==> config.mk <==
export PLATFORM = sky130hd
export DESIGN_NAME = imrot_ctrl
export DESIGN_NICKNAME = d
export VERILOG_FILES = /design/src/imrot_pkg.sv /design/src/imrot_ctrl.sv
export VERILOG_INCLUDE_DIRS = /design/src /design/src/src
export SDC_FILE = /design/constraint.sdc
export NUM_CORES = 1
export LEC_CHECK = 0
export BUFFER_PORTS_ARGS = -buffer_cell sky130_fd_sc_hd__buf_4
export CORE_AREA = 5 5 42 44
export CTS_CLUSTER_SIZE = 8
export DETAILED_ROUTE_END_ITERATION = 8
export DIE_AREA = 0 0 47 49
export GPL_ROUTABILITY_DRIVEN = 1
export SLEW_MARGIN = 10
export SYNTH_ARGS = -nofsm -noshare
export SYNTH_HDL_FRONTEND = slang
export SYNTH_SLANG_ARGS = --single-unit
==> constraint.sdc <==
create_clock -name clk_i -period 1.3 [get_ports clk_i]
set_clock_uncertainty 0.15 [all_clocks]
set_input_delay 0 -clock clk_i [delete_from_list [all_inputs] [get_ports clk_i]]
set_output_delay 0 -clock clk_i [all_outputs]
set_load 0.05 [all_outputs]
==> src/assert_macros.svh <==
// Assertion macros shared by the rotation engine RTL.
// Every assertion samples on clk_i and is off while rst_ni is low.
`ifndef ASSERT_MACROS_SVH
`define ASSERT_MACROS_SVH

// Clocked property check.
`define IMROT_ASSERT(label, prop, msg) \
  label: assert property (@(posedge clk_i) disable iff (!rst_ni) prop) \
    else $error(msg);

// Condition that must never be seen at a clock edge.
`define IMROT_ASSERT_NEVER(label, expr, msg) \
  `IMROT_ASSERT(label, !(expr), msg)

`endif

==> src/imrot_pkg.sv <==
package imrot_pkg;

  // Default sizing
  localparam int unsigned MAX_SIDE_DEF   = 256;
  localparam int unsigned PIXEL_BITS_DEF = 32;

  // Fixed field widths
  localparam int unsigned SIDE_CFG_BITS = 9;
  localparam int unsigned PIX_FIELD_BITS = 32;

  // Configuration port
  localparam int unsigned APB_ADDR_BITS = 4;
  localparam int unsigned APB_DATA_BITS = 32;

  // Register indexes (paddr[3:2])
  localparam logic [1:0] REG_IMAGE_WIDTH  = 2'd0;
  localparam logic [1:0] REG_IMAGE_HEIGHT = 2'd1;
  localparam logic [1:0] REG_ROTATE_LEFT  = 2'd2;

  // Register reset values
  localparam logic [SIDE_CFG_BITS-1:0] IMAGE_WIDTH_RST  = 9'd256;
  localparam logic [SIDE_CFG_BITS-1:0] IMAGE_HEIGHT_RST = 9'd256;
  localparam logic                     ROTATE_LEFT_RST  = 1'b0;

  // Item action codes
  localparam logic ACT_STORE = 1'b0;
  localparam logic ACT_READ  = 1'b1;

  typedef struct packed {
    logic                      action;
    logic [PIX_FIELD_BITS-1:0] pixel_in;
    logic                      start_of_image;
  } in_item_t;

  typedef struct packed {
    logic [PIX_FIELD_BITS-1:0] pixel_out;
    logic                      last_of_image;
    logic                      not_ready;
  } out_item_t;

  typedef struct packed {
    logic [SIDE_CFG_BITS-1:0] image_width;
    logic [SIDE_CFG_BITS-1:0] image_height;
    logic                     rotate_left;
  } cfg_t;

  // Controller to datapath
  typedef struct packed {
    logic latch;     // capture the accepted transaction
    logic store;     // write pixel, bump stored count
    logic advance;   // form read address terms, step read counters
    logic ram_re;    // read the pixel store
    logic load_nr;   // load a not-ready result
    logic load_pix;  // load the pixel result
  } dp_cmd_t;

  // Datapath to controller
  typedef struct packed {
    logic is_read;
    logic loaded;
    logic out_free;
  } dp_status_t;

endpackage

==> src/imrot_ctrl.sv <==
`include "assert_macros.svh"

module imrot_ctrl (
  input  logic                  clk_i,
  input  logic                  rst_ni,
  input  logic                  in_valid_i,
  output logic                  in_stall_o,
  input  imrot_pkg::dp_status_t status_i,
  output imrot_pkg::dp_cmd_t    cmd_o
);

  localparam logic [1:0] S_IDLE = 2'd0;  // waiting for a transaction
  localparam logic [1:0] S_EXEC = 2'd1;  // store, load a not-ready result, or form read address terms
  localparam logic [1:0] S_ADDR = 2'd2;  // address the pixel store
  localparam logic [1:0] S_READ = 2'd3;  // pixel data back, load result

  logic [1:0] state_q, state_d;

  assign in_stall_o = (state_q != S_IDLE);

  // Next state and commands
  always_comb begin
    state_d = state_q;
    cmd_o   = '0;
    unique case (state_q)
      S_IDLE: begin
        if (in_valid_i) begin
          cmd_o.latch = 1'b1;
          state_d     = S_EXEC;
        end
      end
      S_EXEC: begin
        if (!status_i.is_read) begin
          cmd_o.store = 1'b1;
          state_d     = S_IDLE;
        end else if (!status_i.loaded) begin
          // wait for room in the output register
          if (status_i.out_free) begin
            cmd_o.load_nr = 1'b1;
            state_d       = S_IDLE;
          end
        end else begin
          cmd_o.advance = 1'b1;
          state_d       = S_ADDR;
        end
      end
      S_ADDR: begin
        cmd_o.ram_re = 1'b1;
        state_d      = S_READ;
      end
      S_READ: begin
        if (status_i.out_free) begin
          cmd_o.load_pix = 1'b1;
          state_d        = S_IDLE;
        end
      end
      default: state_d = S_IDLE;
    endcase
  end

  always_ff @(posedge clk_i or negedge rst_ni) begin
    if (!rst_ni) begin
      state_q <= S_IDLE;
    end else begin
      state_q <= state_d;
    end
  end

  // Datapath actions are exclusive
  `IMROT_ASSERT(a_cmd_exclusive, $onehot0({cmd_o.store, cmd_o.advance, cmd_o.ram_re, cmd_o.load_nr, cmd_o.load_pix}), "overlapping datapath commands")
  // A result is loaded only into a free output register
  `IMROT_ASSERT(a_load_when_free, (cmd_o.load_nr || cmd_o.load_pix) |-> status_i.out_free, "result loaded over a pending one")
  // Forming a read address is always followed by the pixel store read
  `IMROT_ASSERT(a_read_follows, cmd_o.advance |=> cmd_o.ram_re, "read sequence broken")

endmodule

; Word-level counts from Yosys, hierarchy flattened
; Index checks and enable logic that the tools add are counted.
[word_totals]
mem_bits_ro = 0
regBits = 2
latch_bits = 0
ramBits = 0
out_inout_bits = 7
input_bits = 6
memories = 0
word_cells = 24
[op_classes]
order_cmp = 0
n_mul = 0
n_bitwise = 0
add_sub_neg = 0
n_reduce_logical = 2
div = 0
muxes = 17
shifts = 0
eq_ne = 4
[ops]
columns = cell, count
row1 = $mux W1, 11
row2 = $mux W2, 5
row3 = $pmux W2 S4, 1
row4 = $eq A2 B2 Y1 const B, 2
row5 = $eq A2 B1 Y1 const B, 1
row6 = $logic_not A2 Y1, 1
row7 = $ne A2 B2 Y1 const B, 1
row8 = $reduce_bool A2 Y1, 1

; Depth between registers and ports, before layout
[depth]
word_depth = 4
mapped_depth = 2
depth_no_buf = 2

; Worst setup path before layout
; OpenSTA, ideal clock, no wires.
[synth_timing]
path_kind = reg-to-output
startpoint = reg state_q[1]
endpoint = out cmd_o[1] in the netlist's numbering
path_buffers = 0
required_ns = 1.150
path_slack_ns = -0.464
path_stages_with_launch = 3
arrival_time_ns = 1.614
path_cell_list = dfrtp_1 > nand2b_2 > nor4bb_2
[synth_lines]
columns = element, line
row1 = "start, declared", imrot_ctrl.sv:17  ; logic [1:0] state_q, state_d;
row2 = "start signal, assigned", imrot_ctrl.sv:65  ; state_q <= state_d;
row3 = "end, declared", imrot_ctrl.sv:9  ; output imrot_pkg::dp_cmd_t cmd_o

==> impl_results.md <==
* Clk sink count at 2
* Min-delay worst type: in -> reg
* GPL Wtd Cong at 0.7636
* Leak Pwr at 0.0001936 µW
* Max Cap Viol at 0
* Final Routed Wirelength at 508 µm
* Dpl cell area at 284.0 µm²
* Num CTS Buffers at 3
* Post-synth EDFFs at 0
* Largest net degree at the start of global routing at 8
* Status: finished, violations left
* Via count at 202
* Synth warn at 0
* Period utilization at 1.058
* Crit. End Element: output pin
* Initial antenna violation count at 0
* CP endpoint: cmd_o[1]
* FMAX at 0.7268 GHz
* Pre-CTS setup slack at 0.05498 ns
* Minimum clock period at 1.376 ns
* Pwr per Cell Area at 2262 nW/µm²
* Registers with the most flip-flops: state_q (2)
* Cell taking the most area after synthesis: dfrtp_1
* Design area at 397.9 µm²
* Syn avg cell area at 8.832 µm²
* Pins over their slew limit at 0
* Cell Area, Synth at 150.1 µm²
* Syn Inst Count at 17
* Violated checks: negative setup slack
* Syn Nets at 23
* DR vias/cell at 3.673
* Maximum VDD drop at 0.4546 mV
* Worst skew pair latency at 0.22 ns
* Crit Path Class: reg -> out
* Largest Register: state_q
* Post-synth ARST share at 1.000
* H-tree level count at 1
* Final hold vios at 0
* Final ANT Viol Nets at 0
* P&R area growth vs syn at 165.0%
* Critical path origin: state_q[1]$_DFFE_PN0P_
* Top cell type's share of synthesized area at 0.3333
* Rel. slew slack at 0.8624
* Cell with the most instances after synthesis: nor2_1
* Final WS setup at -0.07598 ns
* Die area at 2303 µm²
* Initial drt markers at 1
* Ys flop type: dfrtp_1
* Seq cells post-synth at 2
* Initial core utilization at 0.1071
* Die height at 49 µm
* Arrival @ worst endpoint at 1.23 ns
* CTS tree: done
* CTS Buffer Depth at 2
* Clock slew at reported path FFs at 0.03 ns
* Hold Crit Start: status_i[2]
* Clock Root Buffer: clkbuf_4
* Power, Total at 900.0 µW
* Share of post-route cells with drive strength above 1 at 0.6410
* Rows at 14
* Final setup vio count at 4
* Synth top cells by count: nor2_1 (3), dfrtp_1 (2), nand2_1 (2), nor2b_1 (2)
* Filler cell count at 165
* Setup_tns at -0.1530 ns
* CP Data Required Time at 1.15 ns
* RR Startpoint: state_q[0]$_DFFE_PN0P_
* Worst R2R Setup Slack at 0.12 ns
* Area contributors post-synth: dfrtp_1 (33%), nor4bb_2 (11%), nor2b_1 (8.3%)
* Drc violations at 0
* Sequential area share after synthesis at 0.3333
* Unrepaired setup endpoints after global routing: true
* I/O Buffers at 12
* Max reg flops at 2
* Die Wd at 47 µm
* Global-route wire length before repair at 834 µm
* Post-DP HPWL at 367.9 µm
* Worst-margin pin slew at 0.2061 ns
* I/O pins at 13
* Vias in the first global route at 215
* Synth unique cells at 12
* Routed wire per std cell at 9.236 µm
* Crit path max fanout at 4
* Reg-to-Reg End: state_q[0]$_DFFE_PN0P_
* Total GRT Usage at 0.05426
* Overflow after GRT at 0
* Drt pass-1 iters at 2
* Core ar. at 1401 µm²
* Worst R2R Path Depth at 2
* Layout Nets at 47
* Inserted Diodes at 0
* Crit start category: register
-- critical path, stage by stage (launching register included) --
cell and delay [ns]:
dfrtp_1 0.39, nand2b_4 0.16, nor4bb_4 0.26, buf_6 0.19
-- cell families after synthesis --
| kind of cell | after synthesis | share of synthesized area |
|---|---|---|
| simple gates | 12 | 0.5251 |
| flops | 2 | 0.3333 |
| compound gates | 2 | 0.1167 |
| buf+inv | 1 | 0.02498 |
-- worst min-delay path by stage --
stage | endpoint | slack, ns | depth (start not counted)
floorplan | state_q[0]$_DFFE_PN0P_ | -0.45 | 0
global placement | state_q[0]$_DFFE_PN0P_ | -0.37 | 1
detailed placement | state_q[1]$_DFFE_PN0P_ | -0.37 | 1
CTS | state_q[1]$_DFFE_PN0P_ | 0.008 | 3
global route | state_q[1]$_DFFE_PN0P_ | 0.08 | 3
finish | state_q[1]$_DFFE_PN0P_ | 0.03 | 3
-- cells in the final DEF, fill, tap and decap left out, drive strengths merged --
cell / netlist / layout
and3b: 1 / 1
clkbuf: 0 / 3
nor2b: 2 / 2
dfrtp: 2 / 2
and3: 1 / 1
dlygate4sd3: 0 / 4
inv: 1 / 1
nand2b: 1 / 1
o31a: 1 / 1
nand2: 2 / 2
nor2: 3 / 3
nor4bb: 1 / 1
buf: 0 / 15
or2: 1 / 1
o2bb2ai: 1 / 1
-- metal layers --
| layer | GRT usage | wire, µm | vias to the layer above |
|---|---|---|---|
| li1 | - | - | 102 |
| met4 | 0.05530 | 8 | 0 |
| met2 | 0.08824 | 311 | 6 |
| met5 | 0 | 0 | - |
| met1 | 0.04405 | 135 | 92 |
| met3 | 0.02214 | 52 | 2 |
-- final cells by class --
| type | count | area (µm²) | share of cell area |
|---|---|---|---|
| Multi-Input combinational cell | 14 | 132.6 | 0.3333 |
| Clock buffer | 3 | 22.52 | 0.05660 |
| Tap cell | 16 | 20.02 | 0.05031 |
| Timing Repair Buffer | 19 | 167.7 | 0.4214 |
| Sequential cell | 2 | 51.30 | 0.1289 |
| Inverter | 1 | 3.754 | 0.009434 |
-- power by group --
part / internal [µW] / leakage [µW] / switching [µW]
clock: 102 / 0.0000138 / 33.2
combinational: 259 / 0.000156 / 369
sequential: 95.0 / 0.0000237 / 42.5
-- what timing repair did --
item | 4_1_cts | 5_1_grt
gates resized for setup | 7 | 3
buffers inserted | 1 | 1
endpoints found under the setup margin | 3 | 5
hold endpoints to repair | 4 | 0
hold buffers | 4 | 0
-- stage by stage --
stage	util	hold WS (ns)	instances
after global routing	0.2839	0.08280	55
after CTS	0.2705	0.007532	54
final	0.2839	0.03231	55
after detailed placement	0.2027	-0.3665	46
after floorplan	-	-0.4456	17
after global placement	0.2027	-0.3670	46
(Power assumes the default switching activity.)
