<file path="config.mk">
export PLATFORM = sky130hd
export DESIGN_NAME = imrot_cfg
export DESIGN_NICKNAME = d
export VERILOG_FILES = /design/src/assert_macros.svh /design/src/imrot_pkg.sv /design/src/imrot_cfg.sv
export SDC_FILE = /design/constraint.sdc
export NUM_CORES = 1
export LEC_CHECK = 0
export BUFFER_PORTS_ARGS = -buffer_cell sky130_fd_sc_hd__clkbuf_2
export CAP_MARGIN = 15
export CORE_AREA = 2 2 73 47
export DETAILED_ROUTE_END_ITERATION = 8
export DIE_AREA = 0 0 75 49
export PLACE_DENSITY_LB_ADDON = 0.08
export RECOVER_POWER = 100
export SYNTH_ARGS = -nofsm -noshare
export SYNTH_HDL_FRONTEND = slang
export SYNTH_SLANG_ARGS = --single-unit
export TNS_END_PERCENT = 30
</file>
<file path="constraint.sdc">
create_clock -name clk_i -period 1 [get_ports clk_i]
set_clock_uncertainty 0.1 [all_clocks]
set_input_delay 0 -clock clk_i [delete_from_list [all_inputs] [get_ports clk_i]]
set_output_delay 0 -clock clk_i [all_outputs]
set_load 0.01 [all_outputs]
</file>
<file path="src/assert_macros.svh">
// Assertion macros shared by the rotation engine RTL.
// Every assertion samples on clk_i and is off while rst_ni is low.
`ifndef ASSERT_MACROS_SVH
`define ASSERT_MACROS_SVH

// Clocked property check.
`define IMROT_ASSERT(label, prop, msg) \
  label: assert property (@(posedge clk_i) disable iff (!rst_ni) prop) \
    else $error(msg);

// Condition that must never be seen at a clock edge.
`define IMROT_ASSERT_NEVER(label, expr, msg) \
  `IMROT_ASSERT(label, !(expr), msg)

`endif

</file>
<file path="src/imrot_pkg.sv">
package imrot_pkg;

  // Default sizing
  localparam int unsigned MAX_SIDE_DEF   = 256;
  localparam int unsigned PIXEL_BITS_DEF = 32;

  // Fixed field widths
  localparam int unsigned SIDE_CFG_BITS = 9;
  localparam int unsigned PIX_FIELD_BITS = 32;

  // Configuration port
  localparam int unsigned APB_ADDR_BITS = 4;
  localparam int unsigned APB_DATA_BITS = 32;

  // Register indexes (paddr[3:2])
  localparam logic [1:0] REG_IMAGE_WIDTH  = 2'd0;
  localparam logic [1:0] REG_IMAGE_HEIGHT = 2'd1;
  localparam logic [1:0] REG_ROTATE_LEFT  = 2'd2;

  // Register reset values
  localparam logic [SIDE_CFG_BITS-1:0] IMAGE_WIDTH_RST  = 9'd256;
  localparam logic [SIDE_CFG_BITS-1:0] IMAGE_HEIGHT_RST = 9'd256;
  localparam logic                     ROTATE_LEFT_RST  = 1'b0;

  // Item action codes
  localparam logic ACT_STORE = 1'b0;
  localparam logic ACT_READ  = 1'b1;

  typedef struct packed {
    logic                      action;
    logic [PIX_FIELD_BITS-1:0] pixel_in;
    logic                      start_of_image;
  } in_item_t;

  typedef struct packed {
    logic [PIX_FIELD_BITS-1:0] pixel_out;
    logic                      last_of_image;
    logic                      not_ready;
  } out_item_t;

  typedef struct packed {
    logic [SIDE_CFG_BITS-1:0] image_width;
    logic [SIDE_CFG_BITS-1:0] image_height;
    logic                     rotate_left;
  } cfg_t;

  // Controller to datapath
  typedef struct packed {
    logic latch;     // capture the accepted transaction
    logic store;     // write pixel, bump stored count
    logic advance;   // form read address terms, step read counters
    logic ram_re;    // read the pixel store
    logic load_nr;   // load a not-ready result
    logic load_pix;  // load the pixel result
  } dp_cmd_t;

  // Datapath to controller
  typedef struct packed {
    logic is_read;
    logic loaded;
    logic out_free;
  } dp_status_t;

endpackage

</file>
<file path="src/imrot_cfg.sv">
module imrot_cfg (
  input  logic                               clk_i,
  input  logic                               rst_ni,
  input  logic                               psel,
  input  logic                               penable,
  input  logic                               pwrite,
  input  logic [imrot_pkg::APB_ADDR_BITS-1:0] paddr,
  input  logic [imrot_pkg::APB_DATA_BITS-1:0] pwdata,
  output logic [imrot_pkg::APB_DATA_BITS-1:0] prdata,
  output logic                               pready,
  output imrot_pkg::cfg_t                    cfg_o
);

  imrot_pkg::cfg_t cfg_q, cfg_d;
  logic            wr_en;

  assign pready = 1'b1;
  assign wr_en  = psel && penable && pwrite && pready;

  // Register write decode
  always_comb begin
    cfg_d = cfg_q;
    if (wr_en) begin
      unique case (paddr[3:2])
        imrot_pkg::REG_IMAGE_WIDTH:
          cfg_d.image_width = pwdata[imrot_pkg::SIDE_CFG_BITS-1:0];
        imrot_pkg::REG_IMAGE_HEIGHT:
          cfg_d.image_height = pwdata[imrot_pkg::SIDE_CFG_BITS-1:0];
        imrot_pkg::REG_ROTATE_LEFT:
          cfg_d.rotate_left = pwdata[0];
        default: cfg_d = cfg_q;
      endcase
    end
  end

  always_ff @(posedge clk_i or negedge rst_ni) begin
    if (!rst_ni) begin
      cfg_q.image_width  <= imrot_pkg::IMAGE_WIDTH_RST;
      cfg_q.image_height <= imrot_pkg::IMAGE_HEIGHT_RST;
      cfg_q.rotate_left  <= imrot_pkg::ROTATE_LEFT_RST;
    end else begin
      cfg_q <= cfg_d;
    end
  end

  // Read decode
  always_comb begin
    unique case (paddr[3:2])
      imrot_pkg::REG_IMAGE_WIDTH:
        prdata = imrot_pkg::APB_DATA_BITS'(cfg_q.image_width);
      imrot_pkg::REG_IMAGE_HEIGHT:
        prdata = imrot_pkg::APB_DATA_BITS'(cfg_q.image_height);
      imrot_pkg::REG_ROTATE_LEFT:
        prdata = imrot_pkg::APB_DATA_BITS'(cfg_q.rotate_left);
      default: prdata = '0;
    endcase
  end

  assign cfg_o = cfg_q;

endmodule

</file>
Yosys cells after proc, flatten, opt, wreduce, memory -nomap -nowiden
Cells that the tools add are included.
- equality and inequality tests: 2
- multiplexer cells: 1
- reductions and logical operators: 6
- operator list (operator ; count):
    9-bit case mux with 3 select lines ; 1
    2-bit AND reduction ; 3
    2-bit by 1-bit == test with 1-bit output, second input constant ; 1
    2-bit == test, second input constant ; 1
    1-bit logical AND ; 2
    2-bit logical NOT ; 1
- register bits after elaboration: 19
- input port bits: 41
- output and inout bits: 52
- word-level logic and storage cells: 12

Longest topological paths before layout
- word-level depth: 3
- depth in mapped cells: 4
- mapped depth without buffers: 3

Worst setup path after synthesis
OpenSTA, ideal clock, no wires.
- path kind: input port to flip-flop
- start point: input pwrite
- end point: register cfg_q (netlist bit cfg_o[1])
- setup time: 0.125 ns
- data arrival time: 0.904 ns
- data required time: 0.775 ns
- setup slack: -0.129 ns
- cell stages on the path: 4
- buffers on the path: 1
- cells stage by stage: nand3_2 -> or3b_1 -> buf_6 -> mux2_4
- cells in the longest elaborated chain, start to end: 2
- ends and longest elaborated chain (what ; RTL line ; source):
    start, declared ; imrot_cfg.sv:6 ; input logic pwrite,
    1-bit logical AND ; imrot_cfg.sv:18 ; assign wr_en = psel && penable && pwrite && pready;
    2-bit AND reduction (no source line) ; n/a ;
    end signal, assigned ; imrot_cfg.sv:42 ; cfg_q <= cfg_d;
    end, declared ; imrot_cfg.sv:14 ; imrot_pkg::cfg_t cfg_q, cfg_d;
No other way between the ends.
A chain may end at the register's enable or synchronous reset.

Final worst setup path
- start point: register cfg_q (netlist bit cfg_o[18])
- end point: output prdata[8] (netlist bit)
- cells in the longest elaborated chain, start to end: 1
- ends and longest elaborated chain (what ; RTL line ; source):
    9-bit case mux with 3 select lines ; imrot_cfg.sv:48 ; unique case (paddr[3:2])
    end, declared ; imrot_cfg.sv:9 ; output logic [imrot_pkg::APB_DATA_BITS-1:0] prdata,
No other way between the ends.

==> results.py <==
metrics = {
    "run_status": {
        "status": "finished, violations left",
        "violations": "setup timing",
    },
    "critical_path": {
        "cp-endpoint": "prdata[8]",
        "worstSetupPathType": "register to output port",
        "path_depth": 3,
        "cp_cell_sequence": "mux2i_1, nor2_1, buf_2",
        "max_stage_delay_ns": 0.54,
        "start_kind": "register",
        "crit_buf_inv": 1,
        "worst_path_max_delay_cell": "dfstp_2",
        "startpoint": "cfg_o[18]",
        "r2r_start": "cfg_o[18]",
        "cp_data_required_time_ns": 0.90,
        "worst_setup_path_end_kind": "output port",
        "r2r_cells": 3,
        "cp_top_family": "flip-flops",
        "crit_fanout": 2,
        "worst_r2r_endpoint": "cfg_o[18]",
        "r2r_slack_ns": -0.02,
        "crit_arrival_ns": 1.07,
    },
    "sta": {
        "timing_max_transition_violations_final": 0,
        "rsz0062_at_grt": "true",
        "hold_violations": 0,
        "timing.fmax_mhz": 857,
        "min_period_ns": 1.17,
        "setup_viol": 15,
        "worst_slack_ns": -0.167,
        "holdWs_ns": 0.151,
        "timing.final.crit_share_pct": 117,
    },
    "grt": {
        "met2_usage_pct": 23.2,
        "grt-busiest-layer": "met2",
        "grt_pass1_wl_microns": 4120,
        "antenna_found_initial": 0,
        "use_met3_pct": 5.17,
        "track_usage_pct": 14.9,
        "grt_overflow": 0,
        "gr-usage-met1_pct": 20.6,
        "grt_max_degree": 20,
        "grt_pass1_vias": 804,
    },
    "floorplanning": {
        "core_area_sq_um": 3060,
        "dieArea_sq_um": 3680,
        "die_h_microns": 49,
        "row_count": 16,
        "die_width_microns": 75,
        "num_io_pins": 93,
        "initial_core_util_pct": 36.0,
    },
    "cells_and_area": {
        "antenna_cells": 0,
        "utilization_pct": 52.3,
        "mostFrequentLayoutCells": "clkbuf_2 (30), conb_1 (24), dfrtp_1 (17)",
        "drive_gt1_share_pct": 49.7,
        "mostFrequentLayoutCell": "clkbuf_2",
        "largest_reg_flops": 19,
        "area_growth_pct": 45.3,
        "fillCellCount": 302,
        "nets": 207,
    },
    "clock_tree": {
        "htree_levels": 1,
        "clk_path_buf_depth": 2,
        "clk_latency_ns": 0.25,
        "cts_buffers": 3,
        "clkSinkCount": 19,
        "cts_root_buffer": "clkbuf_8",
        "clkSlewWorstSetupHoldPaths_ns": 0.07,
        "tritoncts": "done",
    },
    "routing": {
        "wl_per_cell_microns": 12.1,
        "drc_errors": 0,
        "routed_wl_microns": 2530,
        "avgViaCountPerCell": 4.03,
        "vias": 846,
        "drtPass1Iterations": 4,
        "drt_iter0_markers": 52,
        "ant_nets": 0,
    },
    "worst_hold_path": {
        "hold_depth": 4,
        "hold_path.startpoint": "paddr[2]",
        "hp-class": "input pin to register",
    },
    "run": {
        "cap_violations": 0,
    },
    "placement": {
        "portBuffers": 43,
        "hpwl_microns": 1810,
        "place.gp.congestion": 0.703,
    },
    "pwr": {
        "p_leak_nw": 0.852,
        "power_density_nw_per_um2": 1680,
        "power_mw": 2.69,
        "ir_drop_uv": 892,
    },
    "synth": {
        "syn-cell-area_sq_um": 1100,
        "synth_cell_types": 17,
        "synth_area_per_cell_sq_um": 12.2,
        "synth_seq_cells": 19,
        "syn_inst": 90,
        "yosys_warnings": 0,
        "seq_area_frac_synth_pct": 43.4,
    },
}
-- cell usage after synthesis (all sizes together) --
cell,instances,area [sq um]
nand3,1,10.0
nor3b,1,7.51
nor3,1,10.0
dfstp,2,52.6
nor2,8,30.0
mux2i,9,90.1
clkbuf,1,3.75
mux2,19,248
o21ai,1,5.00
or3b,1,8.76
dfrtp,17,425
nand3b,1,7.51
buf,26,196
conb,2,7.51
-- cells by family (layout without fill, tap and decap cells) --
logic type | after synthesis | count (layout) | synth area share (%)
AO/OA/AOI/OAI | 1 | 1 | 0.454
flip-flops | 19 | 19 | 43.4
buffers and inverters | 27 | 80 | 18.2
AND/OR/NAND/NOR | 13 | 13 | 6.70
multiplexers | 28 | 28 | 30.6
other | 2 | 24 | 0.681
-- layer usage --
metal / part of all wire, % / vias up
li1: - / 403
met1: 46 / 405
met2: 47 / 38
met3: 6.8 / 0
met4: 0 / 0
met5: 0 / -
-- worst min-delay path by stage --
stage	to	slack (ns)
floorplan	cfg_o[0]	-0.40
global placement	cfg_o[0]	-0.11
detailed placement	cfg_o[0]	-0.11
CTS	cfg_o[0]	0.14
global route	cfg_o[0]	0.16
finish	cfg_o[0]	0.15
-- metrics by stage --
step / cells / cell area, sq um / TNS [ns] / setup WS (ns)
after floorplan: 112 / 1190 / -1.38 / -0.0891
after detailed placement: 185 / 1350 / -4.25 / -0.281
final: 210 / 1600 / -0.931 / -0.167
after global placement: 185 / 1350 / -4.08 / -0.247
after CTS: 205 / 1550 / -1.09 / -0.192
after global routing: 210 / 1600 / -1.95 / -0.239
-- repair_timing --
| item | in CTS | in global routing |
|---|---|---|
| endpoints found under the hold margin | 38 | 0 |
| hold buffers | 10 | 0 |
| buffers inserted | 6 | 5 |
| resized for setup | 2 | 11 |
| endpoints found under the setup margin | 11 | 25 |
-- cell type report --
class	instances	area, sq um	area share (%)
Clock inverter	1	5.00	0.312
Tap cell	45	56.3	3.52
Timing Repair Buffer	76	507	31.6
Sequential cell	19	478	29.8
Clock buffer	3	41.3	2.58
Multi-Input combinational cell	66	514	32.1
-- report_power, final --
group	leakage, nW	switching, mW	internal [mW]
Clock	0.0255	0.263	0.277
Sequential	0.229	0.135	0.962
Combinational	0.597	0.451	0.602
-- tightest hold or removal path, delay by kind of cell --
kind / cells / cell delay [ns]
buf+inv: 2 / 0.22
mux: 1 / 0.21
simple gates: 1 / 0.05
No activity file was read; power rests on OpenSTA's default activity.
